**src/design/q2e_pkg.sv**
```systemverilog
// ----------------------------------------------------------------------------
// q2e_pkg
// shared types, widths and the cordic arctangent table for the
// quaternion to euler angle converter
// ----------------------------------------------------------------------------
package q2e_pkg;

  localparam int VecW = 36;
  localparam int AccW = 32;

  typedef logic signed [15:0] angle_t;
  typedef logic signed [VecW-1:0] vec_t;

  localparam logic signed [AccW-1:0] Deg90Acc = 32'sd589824000;

  // round(atan(2^-i) * 100 * 180/pi * 2^16)
  function automatic logic signed [AccW-1:0] atan_entry(input logic [4:0] idx);
    logic signed [AccW-1:0] v;
    case (idx)
      5'd0:  v = 32'sd294912000;
      5'd1:  v = 32'sd174096719;
      5'd2:  v = 32'sd91987925;
      5'd3:  v = 32'sd46694507;
      5'd4:  v = 32'sd23437865;
      5'd5:  v = 32'sd11730358;
      5'd6:  v = 32'sd5866610;
      5'd7:  v = 32'sd2933484;
      5'd8:  v = 32'sd1466764;
      5'd9:  v = 32'sd733385;
      5'd10: v = 32'sd366693;
      5'd11: v = 32'sd183346;
      5'd12: v = 32'sd91673;
      5'd13: v = 32'sd45837;
      5'd14: v = 32'sd22918;
      5'd15: v = 32'sd11459;
      5'd16: v = 32'sd5730;
      5'd17: v = 32'sd2865;
      5'd18: v = 32'sd1432;
      5'd19: v = 32'sd716;
      5'd20: v = 32'sd358;
      5'd21: v = 32'sd179;
      5'd22: v = 32'sd90;
      5'd23: v = 32'sd45;
      default: v = '0;
    endcase
    return v;
  endfunction

endpackage

```
**src/design/q2e_isqrt.sv**
```systemverilog
// ----------------------------------------------------------------------------
// q2e_isqrt
// bit-serial integer square root of a 61-bit value, one result bit per cycle
// ----------------------------------------------------------------------------
module q2e_isqrt (
  input  logic        clk,
  input  logic        rst,
  input  logic        start,
  input  logic [60:0] value,
  output logic        done,
  output logic [30:0] root
);
  import q2e_pkg::*;

  logic        busy;
  logic [60:0] rem;
  logic [60:0] res;
  logic [60:0] bitv;
  logic [61:0] trial;

  assign trial = {1'b0, res} + {1'b0, bitv};
  assign root  = res[30:0];

  always_ff @(posedge clk) begin
    if (rst) begin
      busy <= 1'b0;
      done <= 1'b0;
    end else begin
      done <= 1'b0;
      if (start) begin
        busy <= 1'b1;
      end else if (busy && bitv == 61'd1) begin
        busy <= 1'b0;
        done <= 1'b1;
      end
    end
  end

  always_ff @(posedge clk) begin
    if (start) begin
      rem  <= value;
      res  <= '0;
      bitv <= 61'd1 << 60;
    end else if (busy) begin
      if ({1'b0, rem} >= trial) begin
        rem <= rem - trial[60:0];
        res <= (res >> 1) + bitv;
      end else begin
        res <= res >> 1;
      end
      bitv <= bitv >> 2;
    end
  end

endmodule

```
**config.mk**
```make
export PLATFORM = sky130hd
export DESIGN_NAME = q2e_isqrt
export DESIGN_NICKNAME = d
export VERILOG_FILES = /design/src/design/q2e_pkg.sv /design/src/design/q2e_isqrt.sv
export SDC_FILE = /design/constraint.sdc
export NUM_CORES = 1
export LEC_CHECK = 0
export BUFFER_PORTS_ARGS = -buffer_cell sky130_fd_sc_hd__buf_2
export CAP_MARGIN = 20
export CORE_MARGIN = 5
export CORE_UTILIZATION = 35
export DETAILED_ROUTE_END_ITERATION = 10
export PLACE_DENSITY_LB_ADDON = 0.05
export SKIP_CTS_REPAIR_TIMING = 1
export SLEW_MARGIN = 0
export SYNTH_ARGS = -nofsm -noshare
export SYNTH_HDL_FRONTEND = slang
export SYNTH_SLANG_ARGS = --single-unit
```
**constraint.sdc**
```tcl
create_clock -name clk -period 6 [get_ports clk]
set_input_delay 1.2 -clock clk [delete_from_list [all_inputs] [get_ports clk]]
set_output_delay 1.2 -clock clk [all_outputs]
set_load 0.005 [all_outputs]
```
* After elaboration in Yosys (flattened, before gate mapping) *
Index checks and enable logic that the tools add are counted.
W data, S select, Z words.

cells by class
  $add $sub $neg = 3
  equality and inequality tests = 1
  $lt $le $gt $ge = 1
  reductions and logical operators = 6
  muxes and demuxes = 7

operators by type and width
  kind                   count
  $mux W61               4
  $add A61 B61 Y62       1
  $ge A61 B62 Y1         1
  $add A60 B61 Y61       1
  $sub A61 B61 Y61       1
  $eq A31 B1 Y1 const B  1
  $reduce_bool A2 Y1     3
  $mux W1                3
  $reduce_and A2 Y1      1
  $reduce_or A2 Y1       1
  $logic_and A1 B1 Y1    1

word-level totals
  register bits after elaboration = 155
  word-level logic and storage cells = 23
  output and inout port bits = 32

* Logic depth before layout (Yosys ltp) *
  depth in word-level cells = 5
  depth in mapped cells = 27
  gate-level depth less buffers = 24

* Least setup slack after synthesis *
OpenSTA, ideal clock, no wires.

  path type = reg-to-reg
  start = reg res[2]
  end = reg rem[0], enable pin
  arrival = 6.228 ns
  setup slack = -0.648 ns
  path buffers = 1
  period minus slack after synthesis = 6.648 ns
  cell stages (with the launch flop) = 25
  setup time = 0.420 ns
  required time = 5.580 ns
  path through = dfxtp_1 ha_1 a31o_2 a31o_2 a31o_2 a31oi_1 o21ai_0 a31oi_1 o21ai_0 a21boi_0 o21ai_0 nand2_1 xor2_1 ha_1 buf_2 nand3_1 or4_1 or4_1 nor4_1 a2111o_2 o21a_1 o41ai_1 nor2_2 nand2_1 nand2_1

between the ends
  longest elaborated chain between the ends = 4

RTL lines
  element                       RTL line         source
  start: declaration            q2e_isqrt.sv:17  logic [60:0] res;
  start signal: assignment      q2e_isqrt.sv:47  res <= (res >> 1) + bitv;
  start signal: assignment      q2e_isqrt.sv:49  res <= res >> 1;
  $add A61 B61 Y62              q2e_isqrt.sv:21  assign trial = {1'b0, res} + {1'b0, bitv};
  $ge A61 B62 Y1                q2e_isqrt.sv:45  if ({1'b0, rem} >= trial) begin
  $reduce_bool A2 Y1 (no line)  --
  $reduce_and A2 Y1 (no line)   --
  end signal: assignment        q2e_isqrt.sv:41  rem <= value;
  end signal: assignment        q2e_isqrt.sv:46  rem <= rem - trial[60:0];
  end: declaration              q2e_isqrt.sv:16  logic [60:0] rem;

No other way between the ends.
A chain may end at the register's enable or synchronous reset.

* Final worst setup path *
  start = reg res[2]
  end = reg res[48]

between the ends
  longest elaborated chain between the ends = 3

RTL lines
  element           RTL line
  $add A61 B61 Y62  q2e_isqrt.sv:21
  $ge A61 B62 Y1    q2e_isqrt.sv:45
  $mux W61 *        q2e_isqrt.sv:45

Every way passes the cells marked *; elsewhere a longest branch is shown, timed or not.

==> flow_metrics.tcl <==
set metrics [dict create \
    num-fill-cells 4095 \
    p_sw_w 0.00333 \
    maxCapViolations 0 \
    cp-start-kind "flop" \
    final.setup_skew_ns 0.0121 \
    netlist_area_um2 14300 \
    ys_seq_elements 155 \
    vias_per_cell 5.42 \
    fin_util 0.454 \
    dominantRegCellSynth "dfxtp_1" \
    slew_viol_final 0 \
    core-area_um2 40600 \
    p_sw_frac 0.431 \
    num-nets-final 2305 \
    setup-tns-final_ns 0 \
    grt_max_degree 114 \
    clkSlewWorstSetupHoldPaths_ns 0.07 \
    setup_repair_after_global_routing_missed_its_margin "yes" \
    worst_setup_path_end_kind "flop" \
    grt_overflow 0 \
    routed-via-count 14400 \
    pre_cts_setup_slack_ns -0.763 \
    p_leak_nw 7.60 \
    worst_slack_ns 0.124 \
    layout-area-overhead-vs-synth_pct 29.2 \
    worstPathRequired_ns 6.38 \
    layout_min_cycle_time_ns 5.88 \
    synth.yosys.warnings 0 \
    p_per_area_nw_per_um2 420 \
    reg_to_reg_critical_path_startpoint "res[2]" \
    pwr-share-clk 0.137 \
    startpoint "res[2]" \
    holdWs_ns 0.565 \
    critical_path_arrival_ns 6.26 \
    number_of_global_route_vias_before_repair 14100 \
    syn_area_per_cell_um2 7.93 \
    power.sequential.fraction 0.209 \
    post_synth_most_frequent_cells "205 x nand2_1, 170 x nor2_1, 146 x o21ai_0, 124 x ha_1, 110 x a21oi_1" \
    placementRows 74 \
    synth_top_area_frac 0.132 \
    synth_top_area_cell "dfxtp_1" \
    report.final.setup_viol 0 \
    max_root_sink_buffers 2 \
    cts_inserted_buffers 17 \
    detail-route-antenna-nets 0 \
    status "completed" \
    crit_family "simple AND/OR/NAND/NOR gates" \
    final_layout_size_suffix_gt1_frac 0.263 \
    htree_num_levels 4 \
    synth-edff-count 61 \
    p_comb_frac 0.655 \
    power.internal_w 0.00440 \
    clk_latency_ns 0.45 \
    synthArstFlopShare 0 \
    antenna-diode-count 0 \
    synthCells 1798 \
    grt_antenna_before_repair 0 \
    critical_path.slowest_cell "or4_4" \
    mappedNetlistNets 1987 \
    route.final.wire_length_mm 51.1 \
    wl_per_cell_um 19.2 \
    die_area_um2 44900 \
    cts_root_buffer "clkbuf_16" \
    timing.final.crit_share 0.979 \
    critical_path_class "reg2reg" \
    fp.dieH_um 212 \
    initial_core_util 0.352 \
    max_clock_freq_mhz 170 \
    critPathMaxStageDelay_ns 0.57 \
    die_w_um 212 \
    port-buffer-count 95 \
    ir_drop_v 0.000313 \
    grt_first_pass_wirelength_mm 78.3 \
    globalRouteTotalUtil 0.221 \
    post_synth_main_area_contributors "dfxtp_1 13%, edfxtp_1 13%, ha_1 11%" \
    synth_cell_types 70 \
    place.gp.congestion 0.910 \
    clock_tree_from_tritoncts "done" \
    critical_path_buf_inv_count 4 \
    drt_pass1_iterations 5 \
    drcViolationCount 0 \
    tightestPinTransition_ns 0.843 \
    drt_iter0_markers 791 \
    detailed_place_hpwl_mm 40.5 \
    seq_area_frac_synth 0.260 \
    report.final.hold_viol_count 0 \
    type_of_the_tightest_min_delay_check "reg2reg" \
    synthMostInstantiatedCell "nand2_1" \
    max_slew_margin 0.438 \
    io_pins 96 \
    critical_path.max_fanout 5 \
    cts.sink_count 155 \
    hold_path_startpoint "res[52]" \
]
-- cell usage in the layout, fill, tap and decap left out, types with 39 or more instances in the layout --
cell / count
buf_2: 94
a31oi_1: 53
nand2_1: 202
a21oi_1: 106
nor2_1: 169
xor2_1: 66
edfxtp_1: 61
xnor2_1: 85
inv_1: 39
mux2i_1: 47
buf_4: 306
dfxtp_1: 86
a21o_1: 41
o21ai_0: 136
ha_1: 116
-- state kept, by name, summed over array words and instances (netlist names) --
register / cells
bitv: 31
busy: 1
done: 1
rem: 61
res: 61
-- per-stage QoR --
step | area (µm²) | cells | total power [W]
floorplan | 14300 | 1798 | 0.00455
CTS | 17800 | 2649 | 0.00754
finish | 18400 | 2661 | 0.00774
global placement | 17200 | 2617 | 0.00644
detailed placement | 17200 | 2617 | 0.00644
global route | 18400 | 2661 | 0.00834
-- cell families (layout without fill, tap and decap cells) --
| group | Yosys count | after routing | share of synthesized area |
|---|---|---|---|
| buf+inv | 155 | 486 | 0.0511 |
| xor+xnor | 151 | 151 | 0.0928 |
| flops | 155 | 155 | 0.260 |
| mux | 57 | 57 | 0.0409 |
| fa+ha+maj | 125 | 125 | 0.110 |
| simple gates | 589 | 589 | 0.190 |
| compound gates | 566 | 566 | 0.255 |
-- power by group through the flow --
stage,registers [W],clock network (W),logic [W]
2_1_floorplan,0.00158,0,0.00296
3_3_place_gp,0.00164,0,0.00480
3_5_place_dp,0.00163,0,0.00481
4_1_cts,0.00161,0.00109,0.00484
5_1_grt,0.00164,0.00113,0.00556
6_report,0.00161,0.00106,0.00507
-- worst register-to-register path, stage by stage, from the launching register on --
cell      delay [ns]
dfxtp_2         0.34
ha_4            0.28
buf_6           0.10
a31oi_4         0.09
a211oi_2        0.23
buf_4           0.18
a31oi_4         0.09
o21a_1          0.25
o21a_1          0.22
inv_1           0.10
a31oi_4         0.10
o21ai_2         0.19
a31oi_2         0.13
xor2_1          0.17
ha_1            0.34
nand2_2         0.10
or4_4           0.55
or4_4           0.57
nor4_4          0.19
a2111o_2        0.17
o21a_1          0.17
o41ai_4         0.10
buf_4           0.17
nor2_4          0.22
nand2_2         0.11
or4_1           0.54
a31oi_1         0.13
-- layer usage --
| layer | up-vias | global-route usage | routed length (µm) |
|---|---|---|---|
| met5 | - | 0 | 0 |
| met4 | 0 | 0.0540 | 1170 |
| met3 | 56 | 0.0347 | 1870 |
| met2 | 237 | 0.391 | 25200 |
| met1 | 6876 | 0.284 | 22800 |
| li1 | 7260 | - | - |
-- cell type report --
type	instances	area (µm²)	area share
timing repair buffer	415	2980	0.162
tap	532	666	0.0361
clock buffer	22	487	0.0264
sequential	155	3730	0.202
clock inverter	10	62.6	0.00339
inverter	39	146	0.00794
multi-input combinational	1488	10400	0.562
-- final timing paths --
check | endpoint | slack (ns) | cells after the start
worst max-delay path | res[48] | 0.12 | 26
worst min-delay path | res[52] | 0.56 | 2
worst min register to register | res[52] | 0.56 | 2
worst max register to register | res[48] | 0.12 | 26
(Power assumes the default switching activity.)
