**src/design/q2e_pkg.sv**
```systemverilog
// ----------------------------------------------------------------------------
// q2e_pkg
// shared types, widths and the cordic arctangent table for the
// quaternion to euler angle converter
// ----------------------------------------------------------------------------
package q2e_pkg;

  localparam int VecW = 36;
  localparam int AccW = 32;

  typedef logic signed [15:0] angle_t;
  typedef logic signed [VecW-1:0] vec_t;

  localparam logic signed [AccW-1:0] Deg90Acc = 32'sd589824000;

  // round(atan(2^-i) * 100 * 180/pi * 2^16)
  function automatic logic signed [AccW-1:0] atan_entry(input logic [4:0] idx);
    logic signed [AccW-1:0] v;
    case (idx)
      5'd0:  v = 32'sd294912000;
      5'd1:  v = 32'sd174096719;
      5'd2:  v = 32'sd91987925;
      5'd3:  v = 32'sd46694507;
      5'd4:  v = 32'sd23437865;
      5'd5:  v = 32'sd11730358;
      5'd6:  v = 32'sd5866610;
      5'd7:  v = 32'sd2933484;
      5'd8:  v = 32'sd1466764;
      5'd9:  v = 32'sd733385;
      5'd10: v = 32'sd366693;
      5'd11: v = 32'sd183346;
      5'd12: v = 32'sd91673;
      5'd13: v = 32'sd45837;
      5'd14: v = 32'sd22918;
      5'd15: v = 32'sd11459;
      5'd16: v = 32'sd5730;
      5'd17: v = 32'sd2865;
      5'd18: v = 32'sd1432;
      5'd19: v = 32'sd716;
      5'd20: v = 32'sd358;
      5'd21: v = 32'sd179;
      5'd22: v = 32'sd90;
      5'd23: v = 32'sd45;
      default: v = '0;
    endcase
    return v;
  endfunction

endpackage

```
**src/design/q2e_cordic.sv**
```systemverilog
// ----------------------------------------------------------------------------
// q2e_cordic
// iterative vectoring cordic, atan2 in centidegrees, one rotation per cycle
// ----------------------------------------------------------------------------
module q2e_cordic #(
  parameter int STEPS = 16
) (
  input  logic            clk,
  input  logic            rst,
  input  logic            start,
  input  q2e_pkg::vec_t   y_in,
  input  q2e_pkg::vec_t   x_in,
  output logic            done,
  output q2e_pkg::angle_t angle
);
  import q2e_pkg::*;

  localparam int CW = $clog2(STEPS + 1);

  logic                   busy;
  logic [CW-1:0]          cnt;
  logic                   zero;
  vec_t                   x;
  vec_t                   y;
  logic signed [AccW-1:0] acc;
  vec_t                   dx;
  vec_t                   dy;
  logic signed [AccW:0]   rsum;
  logic signed [16:0]     rnd;
  angle_t                 clamped;

  assign dx = y >>> cnt;
  assign dy = x >>> cnt;
  assign rsum = {acc[AccW-1], acc} + 33'sd32768;
  assign rnd  = rsum[AccW:16];

  always_comb begin
    if (rnd > 17'sd18000) begin
      clamped = 16'sd18000;
    end else if (rnd < -17'sd18000) begin
      clamped = -16'sd18000;
    end else begin
      clamped = rnd[15:0];
    end
  end

  always_ff @(posedge clk) begin
    if (rst) begin
      busy <= 1'b0;
      done <= 1'b0;
    end else begin
      done <= 1'b0;
      if (start) begin
        busy <= 1'b1;
      end else if (busy && cnt == CW'(STEPS)) begin
        busy <= 1'b0;
        done <= 1'b1;
      end
    end
  end

  always_ff @(posedge clk) begin
    if (start) begin
      zero <= (x_in == '0) && (y_in == '0);
      cnt  <= '0;
      if (x_in < 0) begin
        if (y_in >= 0) begin
          x   <= y_in;
          y   <= -x_in;
          acc <= Deg90Acc;
        end else begin
          x   <= -y_in;
          y   <= x_in;
          acc <= -Deg90Acc;
        end
      end else begin
        x   <= x_in;
        y   <= y_in;
        acc <= '0;
      end
    end else if (busy) begin
      if (cnt == CW'(STEPS)) begin
        angle <= zero ? '0 : clamped;
      end else begin
        if (y >= 0) begin
          x   <= x + dx;
          y   <= y - dy;
          acc <= acc + atan_entry(5'(cnt));
        end else begin
          x   <= x - dx;
          y   <= y + dy;
          acc <= acc - atan_entry(5'(cnt));
        end
        cnt <= cnt + 1'b1;
      end
    end
  end

endmodule

```
**config.mk**
```make
export PLATFORM = sky130hd
export DESIGN_NAME = q2e_cordic
export DESIGN_NICKNAME = d
export VERILOG_FILES = /design/src/design/q2e_pkg.sv /design/src/design/q2e_cordic.sv
export SDC_FILE = /design/constraint.sdc
export NUM_CORES = 1
export LEC_CHECK = 0
export BUFFER_PORTS_ARGS = -buffer_cell sky130_fd_sc_hd__clkbuf_2
export CORE_UTILIZATION = 57
export DETAILED_ROUTE_END_ITERATION = 8
export GPL_TIMING_DRIVEN = 0
export PLACE_DENSITY = 0.74
export REMOVE_ABC_BUFFERS = 1
export SYNTH_ARGS = -nofsm -noshare
export SYNTH_HDL_FRONTEND = slang
export SYNTH_SLANG_ARGS = --single-unit
export TNS_END_PERCENT = 100
```
**constraint.sdc**
```tcl
create_clock -name clk -period 9.31 [get_ports clk]
set_input_delay 1.862 -clock clk [delete_from_list [all_inputs] [get_ports clk]]
set_output_delay 1.862 -clock clk [all_outputs]
set_load 0.02 [all_outputs]
```
### Yosys cells after proc, flatten, opt, wreduce, memory -nomap -nowiden

Memories as Yosys holds them, arrays and structs flattened. A register that Yosys moved wholly into a read port is not among the register bits.
Index checks and enable logic that the tools add are counted.

* register bits: 128
* ROM bits: 1856
* bits of input ports: 75
* output and inout bits: 17
* memories kept: 2

Memories
* (no name shown): words 32, bits a word 29, rd ports 1, clocked after Yosys merged registers in 1, wr ports 0, RTL line q2e_pkg.sv:19 `case (idx)`
* (no name shown): words 32, bits a word 29, rd ports 1, clocked after Yosys merged registers in 1, wr ports 0, RTL line q2e_pkg.sv:19

* add/subtract/negate cells: 10
* $lt $le $gt $ge: 5
* eq/ne operators: 2
* shift-type cells: 2
* mux-type cells: 35
* bitwise operators: 2
* reduce and logical (&&, ||, !) cells: 12

Operator list (number)
* $mux W32: 14
* $mux W36: 12
* $add A36 B36 Y36: 2
* $ge A36 B1 Y1 const B: 2
* $logic_not A36 Y1: 2
* $neg A36 Y36: 2
* $sshr A36 B5 Y36: 2
* $sub A36 B36 Y36: 2
* $lt A36 B1 Y1 const B: 1
* $add A32 B17 Y33 const B: 1
* $add A32 B32 Y32: 1
* $sub A32 B32 Y32: 1
* $mux W5: 4
* $gt A17 B16 Y1 const B: 1
* $lt A17 B16 Y1 const B: 1
* $mux W16: 1
* $mux W15: 1
* $add A5 B1 Y5 const B: 1
* $eq A5 B5 Y1 const B: 1
* $reduce_and A2 Y1: 2
* $reduce_bool A2 Y1: 2
* $reduce_or A2 Y1: 2
* $mux W1: 3
* $reduce_and A3 Y1: 1
* other kinds (4): 6

### Longest topological paths before layout

* word-level depth: 10
* mapped depth: 29
* gate-level depth less buffers: 24

### Worst setup path after synthesis

OpenSTA, ideal clock, no wires.

* path type: flip-flop to flip-flop
* from: register cnt[0]
* to: register y[35] (data pin)
* data arrival time: 5400 ps
* required time: 9046 ps
* setup slack: 3646 ps
* stages on the path, launching flop included: 27
* clock period less this slack: 5664 ps
* path through: dfxtp_1 -> buf_6 -> buf_6 -> buf_6 -> buf_6 -> buf_2 -> buf_2 -> mux4_2 -> o22ai_1 -> nor2_1 -> a221oi_2 -> nand4_1 -> or3_1 -> o21ai_0 -> xnor2_1 -> ha_1 -> clkbuf_1 -> nand4_1 -> nor2_1 -> nand2_1 -> a211oi_1 -> o211ai_1 -> a311oi_1 -> a31oi_1 -> o21ai_0 -> xnor2_1 -> o21ai_1

* cells in the longest elaborated chain, start to end: 6
* elaborated cells between the ends (all ways): 7
* those cells by class: 2 x add/sub; 1 x shift; 4 x mux

Ends and longest elaborated chain
* start, declared: RTL line q2e_cordic.sv:21 `logic [CW-1:0] cnt;`
* start signal, assigned: RTL line q2e_cordic.sv:94 `cnt <= cnt + 1'b1;`
* $sshr A36 B5 Y36 *: RTL line q2e_cordic.sv:33 `assign dy = x >>> cnt;`
* $add A36 B36 Y36 or $sub A36 B36 Y36 (tied branches): RTL line q2e_cordic.sv:91, q2e_cordic.sv:87
* $mux W36 *: RTL line q2e_cordic.sv:85 `if (y >= 0) begin`
* $mux W36 *: RTL line q2e_cordic.sv:82 `if (cnt == CW'(STEPS)) begin`
* $mux W36 *: RTL line q2e_cordic.sv:81 `end else if (busy) begin`
* $mux W36 *: RTL line q2e_cordic.sv:63 `if (start) begin`
* end signal, assigned: RTL line q2e_cordic.sv:69 `y <= -x_in;`
* end signal, assigned: RTL line q2e_cordic.sv:87 `y <= y - dy;`
* end signal, assigned: RTL line q2e_cordic.sv:91 `y <= y + dy;`
* end, declared: RTL line q2e_cordic.sv:24 `vec_t y;`

Mark *: on every way between the ends. The rest lies on a longest branch, timed or not. The select of a mux whose other input is x is not followed.
A chain may end at the register's enable or synchronous reset.

### Worst setup path after layout

Ends and elaborated chain as after synthesis.

==> results.sh <==
export IMPL_endpoint_kind="register"
export IMPL_place_congestion=0.9984
export IMPL_h_tree_depth=4
export IMPL_hold_viol=0
export IMPL_die_area_um2=39800
export IMPL_synth_edf_count=121
export IMPL_dr_wl_met3_um=7905
export IMPL_drt_iter0_drc=2248
export IMPL_synth_area_leaders="edfxtp_1, mux4_2, ha_1, xnor2_1, o21ai_0"
export IMPL_setup_ws_ns=0.5790
export IMPL_dpl_cell_area_um2=22780
export IMPL_grt_overflow_total=0
export IMPL_diodes=0
export IMPL_async_flop_share=0
export IMPL_slew_viol_final=13
export IMPL_grt_pass1_wl_um=116400
export IMPL_layout_nets=2773
export IMPL_synth_area_um2=22240
export IMPL_post_route_drc_count=0
export IMPL_met2_wirelength_um=34320
export IMPL_wl_met1_um=30190
export IMPL_power_share_sequential=0.176
export IMPL_design_area_um2=23400
export IMPL_yosysTopAreaCell="edfxtp_1"
export IMPL_ys_seq_area_frac=0.1958
export IMPL_maxSlewHeadroom=-0.01532
export IMPL_p_clk_frac=0.070
export IMPL_area_growth_pct=5.222
export IMPL_syn_avg_cell_area_um2=8.454
export IMPL_yosys_cell_count_top_type="nand2_1"
export IMPL_start_util=0.5848
export IMPL_cts_max_path_buffers=2
export IMPL_cap_violations=1
export IMPL_drive_above_1_share=0.1301
export IMPL_num_rows=71
export IMPL_cts_root_buffer="clkbuf_16"
export IMPL_ys_warn_count=0
export IMPL_cts_buffers=17
export IMPL_final_min_clock_period_ns=8.731
export IMPL_die_x_um=199.5
export IMPL_placed_cells=3068
export IMPL_worst_pin_slew_ns=1.517
export IMPL_pre_cts_ws_ns=0.6986
export IMPL_dr_pass1_iters=6
export IMPL_clk_pin_slew_ns=0.07
export IMPL_wire_per_inst_um=24.44
export IMPL_critical_path_required_ns=9.51
export IMPL_ios=92
export IMPL_synth_seq_cells=157
export IMPL_p_comb_frac=0.754
export IMPL_reg2reg_from="cnt[0]"
export IMPL_crit_fanout=64
export IMPL_arrival_ns=8.93
export IMPL_failed_checks="max-capacitance violations, max-slew violations"
export IMPL_irDropWorstVdd_v=0.0002599
export IMPL_place_port_buffers=91
export IMPL_power_density_nw_per_um2=449.5
export IMPL_cellLeakagePower_uw=0.008740
export IMPL_track_usage=0.3830
export IMPL_timing_rr_end="y[35]"
export IMPL_fin_util=0.6153
export IMPL_topRoutingLayerUsed="met4"
export IMPL_place_hpwl_um=56280
export IMPL_synthCells=2630
export IMPL_clock_skew_ns=0.01865
export IMPL_finalSetupViolations=0
export IMPL_antenna_found_initial=0
export IMPL_p_int_uw=4994
export IMPL_p_sw_uw=5522
export IMPL_final_antenna_net_count=0
export IMPL_wl_um=75800
export IMPL_clock_sinks=157
export IMPL_synthFlopType="edfxtp_1"
export IMPL_rsz0062_at_grt="no"
export IMPL_yosys_top_cells_count="nand2_1, o21ai_0, a21oi_1"
export IMPL_fin_crit_sh=0.9378
export IMPL_tritoncts="built"
export IMPL_crit_start="cnt[0]"
export IMPL_p_sw_frac=0.5251
export IMPL_critPathKind="register to register"
export IMPL_coreArea_um2=38020
export IMPL_die_h_um=199.5
export IMPL_instances_no_fill=3101
export IMPL_hold_path_class="register to register"
export IMPL_rrSetupSlack_ns=0.58
export IMPL_clock_latency_ns=0.47
export IMPL_post_cts_buffers=0
export IMPL_run_status="finished with violations"
export IMPL_via_per_inst=6.997
export IMPL_worstRegToRegCells=24
export IMPL_first_global_vias=20280
export IMPL_vias=21700
export IMPL_grt_max_degree=160
export IMPL_critPathLaunchType="register"
export IMPL_max_freq_mhz=114.5
export IMPL_endpoint="y[35]"
export IMPL_synthDistinctLibCells=110
export IMPL_synth_top_cell_area_share=0.1634
-- cell families after synthesis --
family | share of synthesized area
simple gates | 0.1748
mux | 0.1562
fa+ha+maj | 0.06910
compound gates | 0.2538
buf+inv | 0.05588
xor+xnor | 0.09437
flops | 0.1958
-- per-layer routing --
layer | vias up | track usage
met5 | - | 0
met4 | 0 | 0.1719
met3 | 219 | 0.09080
met2 | 1149 | 0.5994
met1 | 10350 | 0.5002
li1 | 9976 | -
-- per-stage QoR --
stage                     total power, uW  TNS, ns  hold WS [ns]
final                               10520        0        0.6775
after floorplan                      7505   -1.236        0.5667
after global placement               9315  -387.31        0.6065
after global routing                11300        0        0.7180
after detailed placement             9501        0        0.6520
after CTS                           10310        0        0.6778
-- critical path, stage by stage, from the launching register on --
cell      delay (ns)
dfxtp_4         0.64
buf_16          0.37
clkinv_1        0.69
buf_16          0.41
mux4_2          0.42
o221ai_1        0.15
a21oi_1         0.36
ha_1            0.24
nand3_1         0.16
or3b_2          0.61
nor3_1          0.70
a41oi_1         0.25
xor2_1          0.20
mux2i_1         0.10
ha_1            0.42
nand4_1         0.14
nor2_1          0.26
nand2_1         0.09
a211oi_1        0.83
o211ai_1        0.24
a311oi_1        0.40
a31oi_1         0.20
o21ai_0         0.27
xnor2_1         0.16
o21ai_1         0.07
-- worst min path at each step --
stage,cells past startpoint,end,start
after global placement,2,busy,busy
after global routing,1,angle[10],zero
after CTS,1,angle[4],zero
after detailed placement,1,angle[4],zero
final,1,angle[4],zero
after floorplan,2,busy,busy
-- cell type report --
class	instances	area [um2]
multi-input cells	2217	16660
fillers	3452	14630
flip-flops and latches	157	4373
repair buffers	106	835.8
well taps	511	639.4
clock buffers	18	450.4
inverters	78	295.3
clock inverters	14	146.4
-- power by group through the flow --
stage                     Clock (uW)  Combinational [uW]  Sequential (uW)
after floorplan                    0                5950             1550
after global placement             0                7440             1880
after detailed placement           0                7690             1810
after CTS                        750                7760             1800
after global routing             768                8670             1860
final                            737                7930             1850
-- cells in the final DEF (no fill, tap or decap), drive strengths merged, types with 20 or more instances in the layout --
cell type    n
xnor2      139
or3         41
o211ai      83
a21oi      163
o21a        25
and2        20
mux4       102
o21bai      20
nand3       80
o31ai       46
nand4       26
a21o        48
and3        25
xor2        98
dfxtp       36
mux2        41
nor2       161
inv         83
nand2      258
o21ai      234
a211oi      27
ha         118
edfxtp     121
o22ai       26
or2         20
a31oi       31
mux2i       65
clkbuf     109
nand2b      26
nor3        57
-- what timing repair did --
action,CTS,global route
setup endpoints to repair,0,1
hold buffers,0,0
resized for setup,0,1
endpoints found under the hold margin,0,0
Power figures use the tool's default switching activity.
